**src/hdl/lsa_pkg.sv**
```systemverilog
// ----------------------------------------------------------------------------
// lsa_pkg
// Shared types and constants for the LIFO stack allocator.
// ----------------------------------------------------------------------------
`timescale 1ns / 1ps

package lsa_pkg;

  localparam int unsigned POOL_BYTES_DEF = 1024;
  localparam int unsigned MAX_BLOCKS_DEF = 64;

  localparam int unsigned OFF_W   = 11;
  localparam int unsigned COUNT_W = 11;
  localparam int unsigned ELEM_W  = 4;
  localparam int unsigned BYTES_W = COUNT_W + ELEM_W;
  localparam int unsigned STAT_W  = 3;

  localparam logic [ELEM_W-1:0] ELEM_BYTES_RST = 4'd4;

  typedef enum logic {
    CMD_ALLOC = 1'b0,
    CMD_FREE  = 1'b1
  } cmd_e;

  typedef enum logic [STAT_W-1:0] {
    ST_OK        = 3'd0,
    ST_EXHAUSTED = 3'd1,
    ST_ORDER     = 3'd2,
    ST_FULL      = 3'd3,
    ST_OVERFREE  = 3'd4
  } status_e;

  typedef struct packed {
    logic push;
    logic pop;
  } shift_t;

endpackage

```
**src/hdl/lsa_cell.sv**
```systemverilog
// ----------------------------------------------------------------------------
// lsa_cell
// One slot of the record stack. On a push it takes the word from the slot
// above, on a pop the word from the slot below, and otherwise it holds.
// ----------------------------------------------------------------------------
`timescale 1ns / 1ps

module lsa_cell #(
  parameter int unsigned DW = lsa_pkg::OFF_W
) (
  input  logic           clk_i,
  input  lsa_pkg::shift_t ctrl_i,
  input  logic [DW-1:0]  above_i,
  input  logic [DW-1:0]  below_i,
  output logic [DW-1:0]  data_o
);

  logic [DW-1:0] data_q;
  logic [DW-1:0] data_d;

  always_comb begin
    data_d = data_q;
    if (ctrl_i.push) begin
      data_d = above_i;
    end else if (ctrl_i.pop) begin
      data_d = below_i;
    end
  end

  always_ff @(posedge clk_i) begin
    data_q <= data_d;
  end

  assign data_o = data_q;

endmodule

```
**src/hdl/lsa_stack.sv**
```systemverilog
// ----------------------------------------------------------------------------
// lsa_stack
// Row of record cells; cell 0 holds the most recent block start.
// ----------------------------------------------------------------------------
`timescale 1ns / 1ps

module lsa_stack #(
  parameter int unsigned DEPTH = lsa_pkg::MAX_BLOCKS_DEF,
  parameter int unsigned DW    = lsa_pkg::OFF_W
) (
  input  logic            clk_i,
  input  lsa_pkg::shift_t ctrl_i,
  input  logic [DW-1:0]   push_data_i,
  output logic [DW-1:0]   top_o
);

  logic [DW-1:0] cell_data [DEPTH];
  logic [DW-1:0] cell_above [DEPTH];
  logic [DW-1:0] cell_below [DEPTH];

  for (genvar g = 0; g < DEPTH; g++) begin : g_cell
    if (g == 0) begin : g_first
      assign cell_above[g] = push_data_i;
    end else begin : g_mid
      assign cell_above[g] = cell_data[g-1];
    end
    if (g == DEPTH - 1) begin : g_last
      assign cell_below[g] = '0;
    end else begin : g_inner
      assign cell_below[g] = cell_data[g+1];
    end

    lsa_cell #(
      .DW(DW)
    ) u_cell (
      .clk_i  (clk_i),
      .ctrl_i (ctrl_i),
      .above_i(cell_above[g]),
      .below_i(cell_below[g]),
      .data_o (cell_data[g])
    );
  end

  assign top_o = cell_data[0];

endmodule

```
**src/hdl/lifo_stack_allocator.sv**
```systemverilog
// A bump allocator over a byte pool of POOL_BYTES bytes with a record of up to
// MAX_BLOCKS block starts. Each word carries an allocate or a free command and
// is answered by one result word with an offset and a status. A command is
// decided in the cycle it is accepted and its result is registered, so one
// command is taken per cycle while no held result stalls input; the record of
// block starts is a row of shift cells moved whole in that same cycle.
// ----------------------------------------------------------------------------
// lifo_stack_allocator
// Top level: command decode, free offset and block count, result register.
// ----------------------------------------------------------------------------
`timescale 1ns / 1ps

module lifo_stack_allocator #(
  parameter int unsigned POOL_BYTES = lsa_pkg::POOL_BYTES_DEF,
  parameter int unsigned MAX_BLOCKS = lsa_pkg::MAX_BLOCKS_DEF
) (
  input  logic                         clk_i,
  input  logic                         rst_ni,
  input  logic                         cfg_we_i,
  input  logic [lsa_pkg::ELEM_W-1:0]   cfg_wdata_i,
  input  logic                         in_valid_i,
  output logic                         in_ready_o,
  input  logic                         command_i,
  input  logic [lsa_pkg::COUNT_W-1:0]  count_i,
  input  logic [lsa_pkg::OFF_W-1:0]    block_offset_i,
  output logic                         out_valid_o,
  input  logic                         out_ready_i,
  output logic [lsa_pkg::OFF_W-1:0]    offset_o,
  output logic [lsa_pkg::STAT_W-1:0]   status_o
);

  localparam int unsigned FW  = $clog2(POOL_BYTES + 1);
  localparam int unsigned CNW = $clog2(MAX_BLOCKS + 1);
  localparam int unsigned CW  = (FW > lsa_pkg::OFF_W) ? FW : lsa_pkg::OFF_W;
  localparam int unsigned SW  = ((FW > lsa_pkg::BYTES_W) ? FW : lsa_pkg::BYTES_W) + 1;

  logic [lsa_pkg::ELEM_W-1:0]  elem_q;
  logic [FW-1:0]               free_q, free_d;
  logic [CNW-1:0]              cnt_q, cnt_d;
  logic                        ovalid_q, ovalid_d;
  logic [lsa_pkg::OFF_W-1:0]   offset_q, offset_d;
  lsa_pkg::status_e            status_q, status_d;

  logic                        accept;
  logic [lsa_pkg::BYTES_W-1:0] bytes;
  logic [SW-1:0]               sum;
  logic [FW-1:0]               top;
  lsa_pkg::shift_t             shift;

  assign in_ready_o = !ovalid_q || out_ready_i;
  assign accept     = in_valid_i && in_ready_o;
  assign bytes      = lsa_pkg::BYTES_W'(count_i) * lsa_pkg::BYTES_W'(elem_q);
  assign sum        = SW'(free_q) + SW'(bytes);

  always_comb begin
    free_d   = free_q;
    cnt_d    = cnt_q;
    shift    = '0;
    offset_d = offset_q;
    status_d = status_q;
    ovalid_d = ovalid_q && !out_ready_i;
    if (accept) begin
      ovalid_d = 1'b1;
      offset_d = '0;
      status_d = lsa_pkg::ST_OK;
      if (lsa_pkg::cmd_e'(command_i) == lsa_pkg::CMD_ALLOC) begin
        if (sum > SW'(POOL_BYTES)) begin
          status_d = lsa_pkg::ST_EXHAUSTED;
        end else if (cnt_q == CNW'(MAX_BLOCKS)) begin
          status_d = lsa_pkg::ST_FULL;
        end else begin
          offset_d   = lsa_pkg::OFF_W'(CW'(free_q));
          shift.push = 1'b1;
          cnt_d      = cnt_q + CNW'(1);
          free_d     = FW'(sum);
        end
      end else begin
        if (cnt_q == '0 || CW'(top) != CW'(block_offset_i)) begin
          status_d = lsa_pkg::ST_ORDER;
        end else if (SW'(bytes) > SW'(free_q)) begin
          status_d = lsa_pkg::ST_OVERFREE;
        end else begin
          shift.pop = 1'b1;
          cnt_d     = cnt_q - CNW'(1);
          free_d    = FW'(SW'(free_q) - SW'(bytes));
        end
      end
    end
  end

  always_ff @(posedge clk_i or negedge rst_ni) begin
    if (!rst_ni) begin
      elem_q   <= lsa_pkg::ELEM_BYTES_RST;
      free_q   <= '0;
      cnt_q    <= '0;
      ovalid_q <= 1'b0;
    end else begin
      if (cfg_we_i) begin
        elem_q <= cfg_wdata_i;
      end
      free_q   <= free_d;
      cnt_q    <= cnt_d;
      ovalid_q <= ovalid_d;
    end
  end

  always_ff @(posedge clk_i) begin
    offset_q <= offset_d;
    status_q <= status_d;
  end

  lsa_stack #(
    .DEPTH(MAX_BLOCKS),
    .DW   (FW)
  ) u_stack (
    .clk_i      (clk_i),
    .ctrl_i     (shift),
    .push_data_i(free_q),
    .top_o      (top)
  );

  assign out_valid_o = ovalid_q;
  assign offset_o    = offset_q;
  assign status_o    = status_q;

endmodule
```
**config.mk**
```make
export PLATFORM = sky130hd
export DESIGN_NAME = lifo_stack_allocator
export DESIGN_NICKNAME = d
export VERILOG_FILES = /design/src/hdl/lsa_pkg.sv /design/src/hdl/lsa_cell.sv /design/src/hdl/lsa_stack.sv /design/src/hdl/lifo_stack_allocator.sv
export SDC_FILE = /design/constraint.sdc
export NUM_CORES = 1
export LEC_CHECK = 0
export ABC_AREA = 1
export BUFFER_PORTS_ARGS = -buffer_cell sky130_fd_sc_hd__buf_2
export CORE_ASPECT_RATIO = 0.7
export CORE_MARGIN = 3
export CORE_UTILIZATION = 69
export DETAILED_ROUTE_END_ITERATION = 6
export GPL_TIMING_DRIVEN = 1
export PLACE_DENSITY = 0.89
export SLEW_MARGIN = 20
export SYNTH_ARGS = -nofsm -noshare
export SYNTH_HDL_FRONTEND = slang
export SYNTH_SLANG_ARGS = --single-unit
```
**constraint.sdc**
```tcl
create_clock -name clk_i -period 51.7 [get_ports clk_i]
set_input_delay 2.585 -clock clk_i [delete_from_list [all_inputs] [get_ports clk_i]]
set_output_delay 2.585 -clock clk_i [all_outputs]
set_load 0.01 [all_outputs]
```
Word level (Yosys, flattened, before mapping)
Cells that the tools add are included.
Widths: inputs -> output; s select.
Operators by class
  reductions and logical operators: 10
  add/subtract/negate cells: 4
  equality and inequality tests: 6
  multipliers: 1
  $lt $le $gt $ge: 2
  mux-type cells: 151
Operator list (number)
  $mux 11: 133
  $mux 7: 5
  $add 11x15->16: 1
  $gt 16x11->1 const B: 1
  $gt 15x11->1: 1
  $mul 11x4->15: 1
  $ne 11x11->1: 1
  $sub 11x11->11: 1
  $mux 3: 3
  $ne 2x2->1 const B: 4
  $add 7x1->7 const B: 1
  $eq 7x7->1 const B: 1
  $logic_not 7->1: 1
  $mux 1: 7
  $sub 7x1->7 const B: 1
  $mux 2: 3
  $reduce_and 5->1: 1
  $reduce_or 3->1: 1
  $logic_and 1x1->1: 2
  $logic_not 1->1: 2
  $logic_or 1x1->1: 2
  $reduce_bool 2->1: 1
Storage, ports and cells
  output and inout port bits: 16
  register bits: 741

Logic depth before layout (Yosys ltp)
  depth after elaboration: 8
  gate-level depth with buffers: 34

Modules after synthesis
From an unflattened synthesis, not the netlist that was laid out.
Second synthesis, totals
  cell total of the unflattened synthesis: 3852
  area total of the unflattened synthesis: 36113.4 um^2
By module, submodules not included
  lsa_cell: instances 64, cells each 48, area each 483.0 um^2
  lifo_stack_allocator: instances 1, cells each 779, area each 5200.0 um^2
  lsa_stack: instances 1, cells each 1, area each 3.8 um^2

Worst setup path after synthesis
Ideal clock, no wire load.
  path type: input-to-reg
  start point: input count_i[2] (netlist name)
  end point: register u_stack.g_cell[0].u_cell.data_q[0] (enable)
  arrival time: 17.852 ns
  library setup time: 4.967 ns
  setup slack: 28.881 ns
  stages on the path: 26
  path buffers: 4
  cell sequence: nand2_1 -> fa_1 -> inv_1 -> fa_1 -> inv_1 -> fa_1 -> o21bai_1 -> xor2_1 -> inv_1 -> ha_1 -> buf_4 -> inv_2 -> nand2_1 -> nand2_1 -> o21ai_1 -> nand3_1 -> xnor2_1 -> nand3_1 -> clkinv_1 -> nand2_1 -> nor2_4 -> nand4_2 -> buf_6 -> buf_6 -> buf_2 -> nand2_1
Between the ends
  cells in the longest elaborated chain, start to end: 7
RTL lines
  from (decl): RTL line lifo_stack_allocator.sv:24  | input logic [lsa_pkg::COUNT_W-1:0] count_i,
  $mul 11x4->15 *: RTL line lifo_stack_allocator.sv:52  | assign bytes = lsa_pkg::BYTES_W'(count_i) * lsa_pkg::BYTES_W'(elem_q);
  $add 11x15->16 / $gt 15x11->1 (equally long branches): RTL line lifo_stack_allocator.sv:53, lifo_stack_allocator.sv:80
  $gt 16x11->1 / $mux 1 (equally long branches): RTL line lifo_stack_allocator.sv:67, lifo_stack_allocator.sv:80
  $mux 1 (on tied branches): RTL line lifo_stack_allocator.sv:67, lifo_stack_allocator.sv:78
  $mux 1: RTL line lifo_stack_allocator.sv:66  | if (lsa_pkg::cmd_e'(command_i) == lsa_pkg::CMD_ALLOC) begin
  $mux 2 *: RTL line lifo_stack_allocator.sv:62  | if (accept) begin
  $reduce_bool 2->1 (no source line) *
  to (signal assigned): RTL line lsa_cell.sv:31  | data_q <= data_d;
  to (decl): RTL line lsa_cell.sv:18  | logic [DW-1:0] data_q;
Mark *: on every way between the ends. The rest lies on a longest branch, timed or not.
A chain may end at the register's enable or synchronous reset.

Final worst setup path
  start point: input count_i[3] (netlist name)
  end point: register u_stack.g_cell[49].u_cell.data_q[5] (data pin)
Between the ends
  cells in the longest elaborated chain, start to end: 7
RTL lines
  $mul 11x4->15: RTL line lifo_stack_allocator.sv:52
  $add 11x15->16: RTL line lifo_stack_allocator.sv:53  | assign sum = SW'(free_q) + SW'(bytes);
  $gt 16x11->1: RTL line lifo_stack_allocator.sv:67  | if (sum > SW'(POOL_BYTES)) begin
  $mux 1: RTL line lifo_stack_allocator.sv:67
  $mux 1: RTL line lifo_stack_allocator.sv:66
  $mux 2: RTL line lifo_stack_allocator.sv:62
  $mux 11: RTL line lsa_cell.sv:23  | if (ctrl_i.push) begin
  net u_stack.g_cell[49].u_cell.data_d[5]: RTL line lsa_cell.sv:19  | logic [DW-1:0] data_d;
  to (signal assigned): RTL line lsa_cell.sv:31
  to (decl): RTL line lsa_cell.sv:18
The timed path passes the listed nets, and every way through them passes these cells.

==> results.md <==
* Synth Area in Adders at 0.0296
* Final Critical Period at 10.65 ns
* Hpwl dp at 39.2 mm
* Post-synthesis async set-or-reset flop share at 0.0310
* Post-Synth XOR/XNOR Area at 0.00578
* Fillers at 3,547
* Max transition margin at 0.266
* Max IR drop VDD at 0.0356 mV
* Post-synth EDFFs at 718
* Hold Fails Final Rpt at 0
* Antenna violations before repair at 0
* Power per cell area at 47.1 mW/mm^2
* DR DRC count at 0
* CORE AREA at 0.0540 sq mm
* Setup TNS Final at 0 ns
* Number of synthesis warnings at 0
* Register area share after synthesis at 0.585
* Slowest cell on the critical path: buf_4
* Fin. max-slew vios at 0
* First-pass iteration count of the detailed router at 6
* Root buf cell: clkbuf_16
* Gr ovfl total at 0
* Mux contribution to synthesized area at 0.00119
* Hold-fix buffers, CTS at 0
* DRT iter0 DRCs at 2,420
* H-tree depth at 3
* CP startpoint kind: primary input
* Clk buf depth at 3
* Die X at 286 microns
* Synth Cell Area at 0.0379 sq mm
* CP Data Required Time at 52.14 ns
* Reg clk slew, reported paths at 0.06 ns
* Port buffer count at 47
* Die Area at 0.0578 sq mm
* Outcome: finished clean
* Synthesis-to-finish area growth at 6.00%
* Initial core utilization at 0.701
* DR WL/cell at 14.5 microns
* Layout Nets at 3,758
* Compound-Gate Fraction of Synth Area at 0.146
* Final Non-Filler Cells at 4,432
* Layout cell share with drive strength beyond 1 at 0.173
* Critical Path End Type: register
* Largest family of logic cells by synthesized area: compound AO/OA/AOI/OAI gates
* Worst slew pin tran at 1.10 ns
* Synth Register Bits at 741
* Sink Count at 741
* Syn Area/Cell at 10.3 sq um
* Post-CTS sizing at 0
* Post-Synth Simple-Gate Area at 0.111
* Worst Path Max Fanout at 230
* Worst Hold Class: reg -> reg
* Placed Cells at 4,304
* Arr. time, crit path at 11.09 ns
* Setup Skew at 0.0186 ns
* Setup bufs post-CTS at 0
* Fin Hold WS at 0.516 ns
* Max-cap viol count at 0
* Worst-Skew Late Latency at 0.62 ns
* Rows at 71
* Distinct cells, synth at 44
* LEAKAGE at 0.0185 uW
* Via count at 23,400
* CTS tree: yes
* Crit Path Category: in -> reg
* Fmax at 0.0939 GHz
* Final worst slack at 41.05 ns
* Post-Syn Instances at 3,686
* Routed WL at 64.2 mm
* RSZ-0062 raised after global routing: false
* Main synth FF type: edfxtp_1
* Die Ht at 202 microns
* CP peak stage delay at 0.95 ns
* Placer Congestion at 0.965
* Vias per cell at 5.27
* Pre-CTS setup slack at 39.85 ns
* Antenna Cells at 0
* GRT Util Overall at 0.225
* First-pass GRT wire length at 108 mm
* Most common cell after layout, fill and taps aside: nand2_1
* Num ports at 48
* CP most frequent cell: nand2_1
* Largest net degree at the start of global routing at 259
* # setup viols final at 0
* DRT antenna net count at 0
* Final Cycle Share at 0.206
* Vias in the first global route at 22,300
* Synthesized Nets at 3,795
* Most frequent cells in the layout: nand2_1 (896), inv_1 (836), edfxtp_1 (718)
* Total CTS buffers at 71
## cell type report
class                   instances  area [sq um]  share of cell area
flip-flops and latches        741         22100               0.552
multi-input cells            1926         11100               0.278
inverters                     843          3160              0.0788
clock buffers                  90          1950              0.0486
well taps                     730           913              0.0228
repair buffers                 66           483              0.0120
clock inverters                36           345             0.00860
## metrics by stage
stage	total power, uW	area (sq um)	util
floorplan	1350	37900	-
global placement	1350	37800	0.699
detailed placement	1370	37800	0.699
CTS	1890	40100	0.742
global route	2000	40100	0.743
finish	1890	40100	0.743
## cells by family (layout without fill, tap and decap cells)
group           Yosys count  in the layout
compound gates          761            761
buf+inv                1019           1035
mux                       4              4
flops                   741            741
fa+ha+maj                77             77
simple gates           1059           1059
xor+xnor                 25             25
## metal layers
| layer | vias to the layer above | GRT usage | part of all wire |
|---|---|---|---|
| li1 | 11800 | - | - |
| met1 | 10900 | 0.343 | 0.48 |
| met2 | 548 | 0.333 | 0.44 |
| met3 | 107 | 0.0469 | 0.057 |
| met4 | 0 | 0.0573 | 0.019 |
| met5 | - | 0 | 0 |
## where the power goes
part	switching, uW	internal, uW	leakage (uW)
combinational	370	167	0.0106
clock	222	298	0.00114
sequential	42.5	790	0.00679
## path summary, 6_finish.rpt
check / from / endpoint / slack (ns) / cells after the start
worst max-delay path: count_i[3] / u_stack.g_cell[49].u_cell.data_o[5] / 41.05 / 30
worst min-delay path: cnt_q[2] / cnt_q[2] / 0.52 / 2
worst max register to register: elem_q[2] / u_stack.g_cell[49].u_cell.data_o[5] / 42.52 / 27
worst min register to register: cnt_q[2] / cnt_q[2] / 0.52 / 2
max in group asynchronous: rst_ni / cnt_q[0] / 49.35 / 1
min in group asynchronous: rst_ni / free_q[2] / 1.97 / 1
## registers in the layout (all words and copies together), names as in the netlist
register                      flops
cnt_q                             7
elem_q                            4
free_q                           11
offset_o                         11
out_valid_o                       1
status_o                          3
u_stack.g_cell.u_cell.data_o    704
## critical path: cells and delay by family
kind            cells  cell delay [ns]
xor+xnor            2             0.42
simple gates       10             1.42
fa+ha+maj           4             1.96
buf+inv            11             3.85
compound gates      3             0.53
## synthesized netlist by cell type (all sizes together), types with 2 or more instances
master | count | area [sq um]
nand2 | 899 | 3380
inv | 842 | 3160
o21ai | 719 | 5260
edfxtp | 718 | 21600
buf | 150 | 1350
nor2 | 62 | 248
ha | 56 | 701
nand3 | 48 | 260
nand4 | 33 | 213
a21oi | 27 | 146
clkbuf | 26 | 97.6
dfrtp | 22 | 551
fa | 21 | 420
xor2 | 17 | 149
xnor2 | 8 | 70.1
nor3 | 6 | 30.0
mux2 | 4 | 45.0
o21bai | 4 | 30.0
or2 | 4 | 25.0
a211oi | 2 | 15.0
nand3b | 2 | 15.0
nor4 | 2 | 12.5
nor4b | 2 | 17.5
o21a | 2 | 15.0
o22ai | 2 | 12.5
Note: power is estimated with default switching activity, not from simulation.
